==> src/rtl/nor_flash_command_sequencer_assert.svh <==
// Assertion macros for the NOR flash command sequencer.
// Both forms take a label, clock, active-low reset, condition, consequence and message.
`ifndef NOR_FLASH_COMMAND_SEQUENCER_ASSERT_SVH
`define NOR_FLASH_COMMAND_SEQUENCER_ASSERT_SVH

`ifndef NO_ASSERTIONS

`define NFCS_ASSERT_SAME(label, clk, rstn, cond, cons, msg) \
    label: assert property (@(posedge clk) disable iff (!rstn) (cond) |-> (cons)) \
        else $error(msg);

`define NFCS_ASSERT_NEXT(label, clk, rstn, cond, cons, msg) \
    label: assert property (@(posedge clk) disable iff (!rstn) (cond) |=> (cons)) \
        else $error(msg);

`else

`define NFCS_ASSERT_SAME(label, clk, rstn, cond, cons, msg)

`define NFCS_ASSERT_NEXT(label, clk, rstn, cond, cons, msg)

`endif

`endif

==> src/rtl/nfcs_pkg.sv <==
package nfcs_pkg;

    localparam int SECTOR_COUNT = 8;
    localparam int SECTOR_SIZE  = 65536;

    localparam int ADDR_W  = 19;
    localparam int DATA_W  = 8;
    localparam int TICKS_W = 16;
    localparam int STEP_W  = 3;
    localparam int SECT_W  = 3;

    localparam logic [TICKS_W-1:0] ERASE_WAIT_RESET = 16'd800;

    localparam logic [ADDR_W-1:0] ADDR_UNLOCK1 = 19'h555;
    localparam logic [ADDR_W-1:0] ADDR_UNLOCK2 = 19'h2AA;
    localparam logic [ADDR_W-1:0] PROT_OFFSET  = 19'h002;

    localparam logic [DATA_W-1:0] CMD_UNLOCK1  = 8'hAA;
    localparam logic [DATA_W-1:0] CMD_UNLOCK2  = 8'h55;
    localparam logic [DATA_W-1:0] CMD_PROGRAM  = 8'hA0;
    localparam logic [DATA_W-1:0] CMD_ERASE    = 8'h80;
    localparam logic [DATA_W-1:0] CMD_SECTOR   = 8'h30;
    localparam logic [DATA_W-1:0] CMD_CHIP     = 8'h10;
    localparam logic [DATA_W-1:0] CMD_AUTOSEL  = 8'h90;
    localparam logic [DATA_W-1:0] CMD_RESET    = 8'hF0;
    localparam logic [DATA_W-1:0] DATA_NONE    = 8'h00;

    typedef enum logic [2:0] {
        OP_READ    = 3'd0,
        OP_PROGRAM = 3'd1,
        OP_SECTOR  = 3'd2,
        OP_CHIP    = 3'd3,
        OP_RESET   = 3'd4,
        OP_MFR_ID  = 3'd5,
        OP_DEV_ID  = 3'd6,
        OP_SCAN    = 3'd7
    } op_t;

    typedef enum logic [1:0] {
        KIND_WRITE = 2'd0,
        KIND_READ  = 2'd1,
        KIND_WAIT  = 2'd2
    } cycle_kind_t;

    typedef enum logic [2:0] {
        ASEL_ZERO,
        ASEL_ONE,
        ASEL_UNLOCK1,
        ASEL_UNLOCK2,
        ASEL_TARGET,
        ASEL_SECTOR
    } addr_sel_t;

    typedef enum logic {
        SEQ_IDLE,
        SEQ_RUN
    } seq_state_t;

    // one bus cycle of a command, as a template
    typedef struct packed {
        cycle_kind_t       kind;
        addr_sel_t         asel;
        logic [DATA_W-1:0] data;
        logic              data_user;  // drive the request's write byte
        logic              fin;        // final cycle of the operation
        logic              grp;        // end of one sector's scan group
    } step_desc_t;

    typedef struct packed {
        logic              running;
        step_desc_t        desc;
        logic [ADDR_W-1:0] sector_base;
        logic              last;
    } seq_stat_t;

    typedef struct packed {
        cycle_kind_t        kind;
        logic [ADDR_W-1:0]  addr;
        logic [DATA_W-1:0]  data;
        logic [TICKS_W-1:0] ticks;
        logic               last;
    } bus_cycle_t;

    function automatic step_desc_t mk_step(cycle_kind_t kind, addr_sel_t asel,
                                           logic [DATA_W-1:0] data, logic data_user,
                                           logic fin, logic grp);
        step_desc_t d;
        d.kind      = kind;
        d.asel      = asel;
        d.data      = data;
        d.data_user = data_user;
        d.fin       = fin;
        d.grp       = grp;
        return d;
    endfunction

    function automatic step_desc_t unlock_step(logic [STEP_W-1:0] step);
        step_desc_t d;
        if (step[0]) begin
            d = mk_step(KIND_WRITE, ASEL_UNLOCK2, CMD_UNLOCK2, 1'b0, 1'b0, 1'b0);
        end else begin
            d = mk_step(KIND_WRITE, ASEL_UNLOCK1, CMD_UNLOCK1, 1'b0, 1'b0, 1'b0);
        end
        return d;
    endfunction

    // Command table: bus cycle template for each operation and step.
    function automatic step_desc_t step_lookup(op_t op, logic [STEP_W-1:0] step);
        step_desc_t d;
        d = mk_step(KIND_WRITE, ASEL_ZERO, DATA_NONE, 1'b0, 1'b1, 1'b0);
        unique case (op)
            OP_READ: begin
                d = mk_step(KIND_READ, ASEL_TARGET, DATA_NONE, 1'b0, 1'b1, 1'b0);
            end
            OP_RESET: begin
                d = mk_step(KIND_WRITE, ASEL_ZERO, CMD_RESET, 1'b0, 1'b1, 1'b0);
            end
            OP_PROGRAM: begin
                unique case (step)
                    3'd0, 3'd1: d = unlock_step(step);
                    3'd2: d = mk_step(KIND_WRITE, ASEL_UNLOCK1, CMD_PROGRAM,
                                      1'b0, 1'b0, 1'b0);
                    default: d = mk_step(KIND_WRITE, ASEL_TARGET, DATA_NONE,
                                         1'b1, 1'b1, 1'b0);
                endcase
            end
            OP_SECTOR, OP_CHIP: begin
                unique case (step)
                    3'd0, 3'd1: d = unlock_step(step);
                    // second unlock pair: steps 3 and 4 map to even, odd
                    3'd3, 3'd4: d = unlock_step(step + 3'd1);
                    3'd2: d = mk_step(KIND_WRITE, ASEL_UNLOCK1, CMD_ERASE,
                                      1'b0, 1'b0, 1'b0);
                    3'd5: begin
                        if (op == OP_SECTOR) begin
                            d = mk_step(KIND_WRITE, ASEL_TARGET, CMD_SECTOR,
                                        1'b0, 1'b0, 1'b0);
                        end else begin
                            d = mk_step(KIND_WRITE, ASEL_UNLOCK1, CMD_CHIP,
                                        1'b0, 1'b0, 1'b0);
                        end
                    end
                    default: d = mk_step(KIND_WAIT, ASEL_ZERO, DATA_NONE,
                                         1'b0, 1'b1, 1'b0);
                endcase
            end
            OP_MFR_ID, OP_DEV_ID: begin
                unique case (step)
                    3'd0, 3'd1: d = unlock_step(step);
                    3'd2: d = mk_step(KIND_WRITE, ASEL_UNLOCK1, CMD_AUTOSEL,
                                      1'b0, 1'b0, 1'b0);
                    3'd3: begin
                        if (op == OP_MFR_ID) begin
                            d = mk_step(KIND_READ, ASEL_ZERO, DATA_NONE,
                                        1'b0, 1'b0, 1'b0);
                        end else begin
                            d = mk_step(KIND_READ, ASEL_ONE, DATA_NONE,
                                        1'b0, 1'b0, 1'b0);
                        end
                    end
                    default: d = mk_step(KIND_WRITE, ASEL_ZERO, CMD_RESET,
                                         1'b0, 1'b1, 1'b0);
                endcase
            end
            OP_SCAN: begin
                unique case (step)
                    3'd0, 3'd1: d = unlock_step(step);
                    3'd2: d = mk_step(KIND_WRITE, ASEL_UNLOCK1, CMD_AUTOSEL,
                                      1'b0, 1'b0, 1'b0);
                    default: d = mk_step(KIND_READ, ASEL_SECTOR, DATA_NONE,
                                         1'b0, 1'b0, 1'b1);
                endcase
            end
            default: begin
                d = mk_step(KIND_WRITE, ASEL_ZERO, DATA_NONE, 1'b0, 1'b1, 1'b0);
            end
        endcase
        return d;
    endfunction

endpackage

==> src/rtl/nfcs_seq.sv <==
module nfcs_seq (
    input  logic                  aclk,
    input  logic                  aresetn,
    input  logic                  start,
    input  nfcs_pkg::op_t         op,
    input  logic                  advance,
    output nfcs_pkg::seq_stat_t   stat
);
    import nfcs_pkg::*;

    seq_state_t          state_reg, state_next;
    logic [STEP_W-1:0]   step_reg, step_next;
    logic [SECT_W-1:0]   sect_reg, sect_next;
    logic [ADDR_W-1:0]   base_reg, base_next;
    step_desc_t          desc;
    logic                last_sect;
    logic                last;

    assign desc      = step_lookup(op, step_reg);
    assign last_sect = (sect_reg == SECT_W'(SECTOR_COUNT - 1));
    assign last      = desc.fin || (desc.grp && last_sect);

    // next state
    always_comb begin
        state_next = state_reg;
        unique case (state_reg)
            SEQ_IDLE: if (start) state_next = SEQ_RUN;
            SEQ_RUN:  if (advance && last) state_next = SEQ_IDLE;
            default:  state_next = SEQ_IDLE;
        endcase
    end

    // step and sector counters
    always_comb begin
        step_next = step_reg;
        sect_next = sect_reg;
        base_next = base_reg;
        unique case (state_reg)
            SEQ_IDLE: begin
                step_next = '0;
                sect_next = '0;
                base_next = '0;
            end
            SEQ_RUN: begin
                if (advance) begin
                    if (desc.grp) begin
                        // next sector: base wraps at the address width
                        step_next = '0;
                        sect_next = sect_reg + SECT_W'(1);
                        base_next = base_reg + ADDR_W'(SECTOR_SIZE);
                    end else begin
                        step_next = step_reg + STEP_W'(1);
                    end
                end
            end
            default: begin
                step_next = '0;
            end
        endcase
    end

    // status outputs
    always_comb begin
        stat.running     = (state_reg == SEQ_RUN);
        stat.desc        = desc;
        stat.sector_base = base_reg;
        stat.last        = last;
    end

    always_ff @(posedge aclk) begin
        if (!aresetn) begin
            state_reg <= SEQ_IDLE;
            step_reg  <= '0;
            sect_reg  <= '0;
            base_reg  <= '0;
        end else begin
            state_reg <= state_next;
            step_reg  <= step_next;
            sect_reg  <= sect_next;
            base_reg  <= base_next;
        end
    end

endmodule

==> src/rtl/nfcs_cycle_gen.sv <==
module nfcs_cycle_gen (
    input  nfcs_pkg::seq_stat_t                 stat,
    input  logic [nfcs_pkg::ADDR_W-1:0]         target_addr,
    input  logic [nfcs_pkg::DATA_W-1:0]         write_byte,
    input  logic [nfcs_pkg::TICKS_W-1:0]        erase_ticks,
    output nfcs_pkg::bus_cycle_t                cyc
);
    import nfcs_pkg::*;

    logic [ADDR_W-1:0] addr;

    always_comb begin
        unique case (stat.desc.asel)
            ASEL_ZERO:    addr = '0;
            ASEL_ONE:     addr = ADDR_W'(1);
            ASEL_UNLOCK1: addr = ADDR_UNLOCK1;
            ASEL_UNLOCK2: addr = ADDR_UNLOCK2;
            ASEL_TARGET:  addr = target_addr;
            ASEL_SECTOR:  addr = stat.sector_base | PROT_OFFSET;
            default:      addr = '0;
        endcase
    end

    always_comb begin
        cyc.kind  = stat.desc.kind;
        cyc.addr  = addr;
        cyc.data  = stat.desc.data_user ? write_byte : stat.desc.data;
        cyc.ticks = (stat.desc.kind == KIND_WAIT) ? erase_ticks : '0;
        cyc.last  = stat.last;
    end

endmodule

==> src/rtl/nor_flash_command_sequencer.sv <==
// Channel   Direction  Handshake           Word
// s_*       in         s_valid / s_ready   one flash operation request
// m_*       out        m_valid / m_ready   one bus cycle, m_last_cycle on the final one
// cfg_*     in         cfg_wr_en           erase wait tick count
//
// A request is taken only while the sequencer is idle; it then emits one bus cycle
// per clock from the command table while m_ready is high: 1 (read, reset), 4 (program),
// 5 (ID read), 7 (erase) or 4*SECTOR_COUNT (scan) bus cycles.
// A low m_ready with a word pending holds the output register and freezes the step counter.
// aresetn is synchronous; the wait tick count returns to 800.
`include "nor_flash_command_sequencer_assert.svh"

module nor_flash_command_sequencer (
    input  logic                           aclk,
    input  logic                           aresetn,
    input  logic                           cfg_wr_en,
    input  logic [nfcs_pkg::TICKS_W-1:0]   cfg_wr_data,
    input  logic                           s_valid,
    output logic                           s_ready,
    input  logic [2:0]                     s_opcode,
    input  logic [nfcs_pkg::ADDR_W-1:0]    s_target_address,
    input  logic [nfcs_pkg::DATA_W-1:0]    s_write_data,
    output logic                           m_valid,
    input  logic                           m_ready,
    output logic [1:0]                     m_cycle_kind,
    output logic [nfcs_pkg::ADDR_W-1:0]    m_bus_address,
    output logic [nfcs_pkg::DATA_W-1:0]    m_bus_data,
    output logic [nfcs_pkg::TICKS_W-1:0]   m_wait_ticks,
    output logic                           m_last_cycle
);
    import nfcs_pkg::*;

    logic [TICKS_W-1:0] erase_ticks_reg;
    op_t                op_reg;
    logic [ADDR_W-1:0]  addr_reg;
    logic [DATA_W-1:0]  data_reg;
    logic               m_valid_reg, m_valid_next;
    bus_cycle_t         out_reg;
    bus_cycle_t         cyc;
    seq_stat_t          stat;
    logic               accept;
    logic               load;

    assign s_ready = !stat.running;
    assign accept  = s_valid && s_ready;
    assign load    = stat.running && (!m_valid_reg || m_ready);

    nfcs_seq u_seq (
        .aclk    (aclk),
        .aresetn (aresetn),
        .start   (accept),
        .op      (op_reg),
        .advance (load),
        .stat    (stat)
    );

    nfcs_cycle_gen u_cycle_gen (
        .stat        (stat),
        .target_addr (addr_reg),
        .write_byte  (data_reg),
        .erase_ticks (erase_ticks_reg),
        .cyc         (cyc)
    );

    always_comb begin
        m_valid_next = m_valid_reg;
        if (load) begin
            m_valid_next = 1'b1;
        end else if (m_ready) begin
            m_valid_next = 1'b0;
        end
    end

    always_ff @(posedge aclk) begin
        if (!aresetn) begin
            erase_ticks_reg <= ERASE_WAIT_RESET;
            m_valid_reg     <= 1'b0;
        end else begin
            if (cfg_wr_en) begin
                erase_ticks_reg <= cfg_wr_data;
            end
            m_valid_reg <= m_valid_next;
        end
    end

    always_ff @(posedge aclk) begin
        if (accept) begin
            op_reg   <= op_t'(s_opcode);
            addr_reg <= s_target_address;
            data_reg <= s_write_data;
        end
        if (load) begin
            out_reg <= cyc;
        end
    end

    assign m_valid       = m_valid_reg;
    assign m_cycle_kind  = out_reg.kind;
    assign m_bus_address = out_reg.addr;
    assign m_bus_data    = out_reg.data;
    assign m_wait_ticks  = out_reg.ticks;
    assign m_last_cycle  = out_reg.last;

    // while idle, a pending word can only be the final cycle of the previous request
    `NFCS_ASSERT_SAME(a_idle_holds_last, aclk, aresetn, s_ready && m_valid, m_last_cycle, "idle with a non-final word pending")
    // every request emits at least one cycle, so the sequencer must be busy after accept
    `NFCS_ASSERT_NEXT(a_accept_runs, aclk, aresetn, s_valid && s_ready, !s_ready, "request accepted but sequencer not busy")
    // wait cycles only close an erase
    `NFCS_ASSERT_SAME(a_wait_is_last, aclk, aresetn, m_valid && (m_cycle_kind == KIND_WAIT), m_last_cycle, "wait cycle not final")
    // reads and waits drive no data
    `NFCS_ASSERT_SAME(a_no_data_on_read, aclk, aresetn, m_valid && (m_cycle_kind != KIND_WRITE), m_bus_data == '0, "data driven on a non-write cycle")

endmodule
==> config.mk <==
export PLATFORM = sky130hd
export DESIGN_NAME = nor_flash_command_sequencer
export DESIGN_NICKNAME = d
export VERILOG_FILES = /design/src/rtl/nfcs_pkg.sv /design/src/rtl/nfcs_seq.sv /design/src/rtl/nfcs_cycle_gen.sv /design/src/rtl/nor_flash_command_sequencer.sv
export VERILOG_INCLUDE_DIRS = /design/src /design/src/rtl
export SDC_FILE = /design/constraint.sdc
export NUM_CORES = 1
export LEC_CHECK = 0
export BUFFER_PORTS_ARGS = -buffer_cell sky130_fd_sc_hd__buf_2
export CAP_MARGIN = 10
export CORE_UTILIZATION = 40
export DETAILED_ROUTE_END_ITERATION = 10
export PLACE_DENSITY = 0.74
export SYNTH_ARGS = -nofsm -noshare
export SYNTH_HDL_FRONTEND = slang
export SYNTH_SLANG_ARGS = --single-unit
==> constraint.sdc <==
create_clock -name aclk -period 2.9 [get_ports aclk]
set_clock_uncertainty 0.2 [all_clocks]
set_input_delay 0.145 -clock aclk [delete_from_list [all_inputs] [get_ports aclk]]
set_output_delay 0.145 -clock aclk [all_outputs]
set_load 0.02 [all_outputs]
== Word-level counts from Yosys, hierarchy flattened ==
Index checks and enable logic that the tools add are counted.
Widths: inputs -> output; s select.
Storage, ports and cells
  register bits after elaboration: 119
  bits in latches: 0
  RAM bits: 0
  ROM bits: 0
  input port bits: 51
  output and inout bits: 48
  word-level logic and storage cells: 80
  memories: 0
Operators by class
  add/subtract/negate cells: 3
  multiply operators: 0
  divide/modulo/power cells: 0
  $lt $le $gt $ge: 0
  equal/unequal tests: 21
  shift operators: 0
  mux-type cells: 25
  bitwise logic cells: 1
  reductions and logical operators: 16
Operators with widths (count)
  $pmux 16 s6: 1
  $pmux 19 s5: 1
  $pmux 16 s4: 1
  $pmux 16 s3: 1
  $mux 19: 2
  $pmux 19 s2: 1
  $mux 12: 3
  $pmux 16 s2: 1
  $pmux 15 s2: 1
  $eq 3x3->1 const B: 9
  $add 19x17->19 const B: 1
  $eq 3x2->1 const B: 6
  $mux 14: 1
  $mux 3: 4
  $pmux 3 s2: 2
  $eq 3x1->1 const B: 3
  $mux 8: 1
  $reduce_or 2->1: 4
  $add 3x1->3 const B: 2
  $logic_not 3->1: 2
  $logic_and 1x1->1: 4
  $mux 1: 4
  $eq 2x2->1 const B: 1
  $logic_not 1->1: 2
  other kinds (7): 8

== Logic depth before layout (Yosys ltp) ==
  depth in word-level cells: 9
  gate-level depth with buffers: 10
  mapped depth without buffers: 7

== By module ==
Synthesis repeated with hierarchy kept, for this count alone.
Unflattened totals
  cells, all modules: 363
  area, all modules: 4712.0 um2
Modules (own cells, without submodules)
  nor_flash_command_sequencer: instances 1, cells each 133, area each 2940.3 um2, sequential area each 2622.5 um2
  nfcs_seq: instances 1, cells each 152, area each 1167.4 um2, sequential area each 200.2 um2
  nfcs_cycle_gen: instances 1, cells each 78, area each 604.3 um2, sequential area each 0.0 um2

== Worst setup path after synthesis ==
Ideal clock, no wire load.
  path type: flip-flop to flip-flop
  start: register m_valid_reg, in the netlist m_valid
  end: register out_reg, in the netlist m_bus_address[0], enable pin
  library setup time: 0.451 ns
  data arrival time: 2.544 ns
  data required time: 2.249 ns
  path slack: -0.295 ns
  cell stages (with the launch flop): 3
  buffers on the path: 0
  clock period less this slack: 3.195 ns
  cells stage by stage: dfxtp_1 -> nor2b_1 -> nor2_1
Between the ends
  longest elaborated chain between the ends: 3
Ends and longest elaborated chain
  start: declaration: RTL line nor_flash_command_sequencer.sv:37  | logic m_valid_reg, m_valid_next;
  start signal: assignment: RTL line nor_flash_command_sequencer.sv:82  | m_valid_reg <= m_valid_next;
  $logic_not 1->1: RTL line nor_flash_command_sequencer.sv:46  | assign load = stat.running && (!m_valid_reg || m_ready);
  $logic_or 1x1->1: RTL line nor_flash_command_sequencer.sv:46
  $logic_and 1x1->1: RTL line nor_flash_command_sequencer.sv:46
  via load: RTL line nor_flash_command_sequencer.sv:42  | logic load;
  end signal: assignment: RTL line nor_flash_command_sequencer.sv:93  | out_reg <= cyc;
  end: declaration: RTL line nor_flash_command_sequencer.sv:38  | bus_cycle_t out_reg;
The timed path passes the listed nets, and every way through them passes these cells.
A chain may end at the register's enable or synchronous reset.

==> run summary <==
CTS root buffer: clkbuf_8
Fin Setup TNS: 0 ns
Rows: 37
worst-margin pin slew: 0.599 ns
Die Area: 11300 um^2
crit path kind: reg -> reg
type of the most critical hold path: in -> reg
worst skew pair latency: 0.37 ns
CTS buffer count: 9
mean post-synth cell area: 12.7 um^2
outcome: finished, final reports clean
DRC violations left: 0
number of port buffers: 98
Mapped Nets: 400
FILL cells: 860
Clock Power Share: 0.275
VDD IR max: 0.246 mV
Critical Path End Type: flop
I/O pins: 99
critical path's largest stage delay: 0.38 ns
Die X: 106 um
share of layout cells above drive strength 1: 0.261
chip height: 106 um
first-pass GRT wire length: 15600 um
GR Overflow Total: 0
Switch Pwr: 791 uW
Hold Vio Cnt, Final: 0
Critical Path RT: 2.83 ns
Critical Path Source Type: flop
TritonCTS clock tree: built
Final setup viols: 0
CTS max path bufs: 2
Syn Std Cell Area: 4340 um^2
Final Max Tran Viols: 0
number of global-route vias before repair: 3285
Yosys reg bits: 103
vias post-DR: 3233
Sw Share: 0.264
Routed WL per cell: 14.9 um
routability cong.: 0.858
critical path cell sequence: buf_4 > ha_1 > nor2_1 > nor3_2 > o22ai_1 > o31a_1 > buf_4 > a32o_1
H-tree depth: 3
worst path buffer plus inverter count: 2
initial antenna violation count: 0
GRT Total Usage: 0.180
Slowest cell on crit path: dfxtp_1
Top delay family on crit path: compound AO/OA/AOI/OAI gates
Initial Util: 0.417
Leak: 0.00244 uW
Reg power frac: 0.576
Gate power share: 0.149
post-route ant nets: 0
final non-filler cell total: 650
hpwl dp: 6040 um
predominant post-synthesis flop cell: edfxtp_1
largest net degree at the start of global routing: 42
drt via density: 4.97
power per cell area: 514 nW/um^2
Diodes inserted: 0
area added between synthesis and finish: 34.4%
Worst slew margin: 0.601
Final min period: 2.65 ns
Placed Cells: 569
Yosys cell types: 49
clk slew on worst S/H paths: 0.10 ns
Yosys Warn Count: 0
arrival time at the worst endpoint: 2.58 ns
CTS sink count: 103
register area share after synthesis: 0.650
setup repair after global routing missed its margin: no
EDFF count, synth: 76
Max-Cap Viols: 0
First DRT Iteration DRCs: 158
Int Pwr: 2210 uW
cells after synthesis: 341
postcts setup bufs: 0
Most common cell on crit path: buf_4
number of detailed-route iterations in the first pass: 4
fin crit share: 0.913
routed wire length: 9690 um
Core Area: 10400 um^2
Final #Nets: 568
largest fanout on the critical path: 19
Fmax: 0.377 GHz
ys async rst share: 0
[metal layers]
metal	up-vias	GRT usage	share of wire
met5	-	0	0
met4	0	0.0863	0.025
met3	21	0.0325	0.042
met2	94	0.319	0.51
met1	1546	0.210	0.42
li1	1572	-	-
[per-stage QoR]
step / util / setup WS, ns / cell area (um^2) / power, uW / hold slack (ns)
floorplan: - / 0.365 / 4340 / 2000 / 0.0439
global placement: 0.481 / 0.348 / 5010 / 2120 / 0.121
detailed placement: 0.481 / 0.278 / 5010 / 2130 / 0.123
CTS: 0.560 / 0.270 / 5840 / 3010 / 0.00186
global route: 0.560 / 0.0519 / 5840 / 3110 / 0.0399
finish: 0.560 / 0.251 / 5840 / 3000 / 0.0127
[final timing paths]
kind                            cells after the start  slack [ns]                end               from
worst max-delay path                                8        0.25  m_bus_address[18]  u_seq.step_reg[0]
worst min-delay path                                4        0.01  u_seq.step_reg[1]            m_ready
worst max register to register                      8        0.25  m_bus_address[18]  u_seq.step_reg[0]
worst min register to register                      2        0.28  u_seq.sect_reg[1]  u_seq.sect_reg[1]
[cells in the final DEF, fill, tap and decap left out, types with 2 or more instances in the layout]
cell | Yosys | layout
a211o_1 | 3 | 3
a21boi_0 | 7 | 7
a21o_1 | 3 | 3
a21oi_1 | 13 | 13
a22o_1 | 2 | 2
a22oi_1 | 2 | 2
a32o_1 | 4 | 4
and2_1 | 17 | 17
and3_1 | 6 | 6
buf_2 | 7 | 98
buf_4 | 0 | 12
clkbuf_8 | 0 | 9
clkinv_2 | 0 | 2
clkinv_4 | 0 | 2
dfxtp_1 | 27 | 27
dlygate4sd3_1 | 0 | 65
edfxtp_1 | 76 | 76
ha_1 | 8 | 8
inv_1 | 8 | 8
mux2i_1 | 23 | 23
nand2_1 | 31 | 31
nand2b_1 | 2 | 2
nand3_1 | 6 | 6
nor2_1 | 19 | 18
nor2b_1 | 16 | 15
nor3_1 | 5 | 5
nor3_2 | 2 | 2
o211ai_1 | 3 | 3
o21ai_0 | 12 | 12
o221ai_1 | 3 | 3
o31ai_1 | 2 | 2
or3_1 | 2 | 2
xor2_1 | 3 | 3
[worst min-delay path, cell delays in order]
cell	delay, ns
buf_2	0.09
nor2b_1	0.11
a2bb2oi_1	0.15
nor2_1	0.05
[what timing repair did]
item | in CTS | in global routing
endpoints found under the hold margin | 48 | 0
hold buffers | 65 | 0
resized for setup | 0 | 0
[final cells by class]
class                      instances  area (um^2)  share of cell area
tap                              136          170              0.0292
multi-input combinational        211         1400               0.241
inverter                           9         33.8             0.00579
sequential                       103         2820               0.484
timing repair buffer             175         1230               0.211
clock buffer                      10          128              0.0219
clock inverter                     6         46.3             0.00793
[cell usage after synthesis, types with 2 or more instances]
library cell | count | area share
nor3_2 | 2 | 0.0046
a22oi_1 | 2 | 0.0035
buf_2 | 7 | 0.0081
clkbuf_1 | 8 | 0.0069
a22o_1 | 2 | 0.0040
a21boi_0 | 7 | 0.012
inv_1 | 8 | 0.0069
dfxtp_1 | 27 | 0.12
nor2_1 | 19 | 0.016
a211o_1 | 3 | 0.0061
nand2_1 | 31 | 0.027
and3_1 | 6 | 0.0086
or3_1 | 2 | 0.0029
nor2b_1 | 16 | 0.023
nand2b_1 | 2 | 0.0029
a21o_1 | 3 | 0.0052
ha_1 | 8 | 0.023
nor3_1 | 5 | 0.0058
o211ai_1 | 3 | 0.0052
nand3_1 | 6 | 0.0069
mux2i_1 | 23 | 0.053
xor2_1 | 3 | 0.0061
o21ai_0 | 12 | 0.014
a32o_1 | 4 | 0.0092
buf_6 | 2 | 0.0052
and2_1 | 17 | 0.024
o31ai_1 | 2 | 0.0035
edfxtp_1 | 76 | 0.53
o221ai_1 | 3 | 0.0061
a21oi_1 | 13 | 0.015
[power groups by stage]
stage               clock network [uW]  logic (uW)  registers [uW]
detailed placement                   0         372            1760
global placement                     0         364            1760
floorplan                            0         188            1810
finish                             825         447            1730
global route                       892         485            1740
CTS                                836         442            1730
[cell families (layout without fill, tap and decap cells)]
family,count (synthesis),in the layout,synth area share
DFF,103,103,0.650
buffers and inverters,27,200,0.0288
adders and majority gates,9,9,0.0254
AOI/OAI and AO/OA,64,64,0.103
xor gates and xnor gates,3,3,0.00605
muxes,23,23,0.0530
and+or+nand+nor,112,112,0.134
No activity file was read; power rests on OpenSTA's default activity.
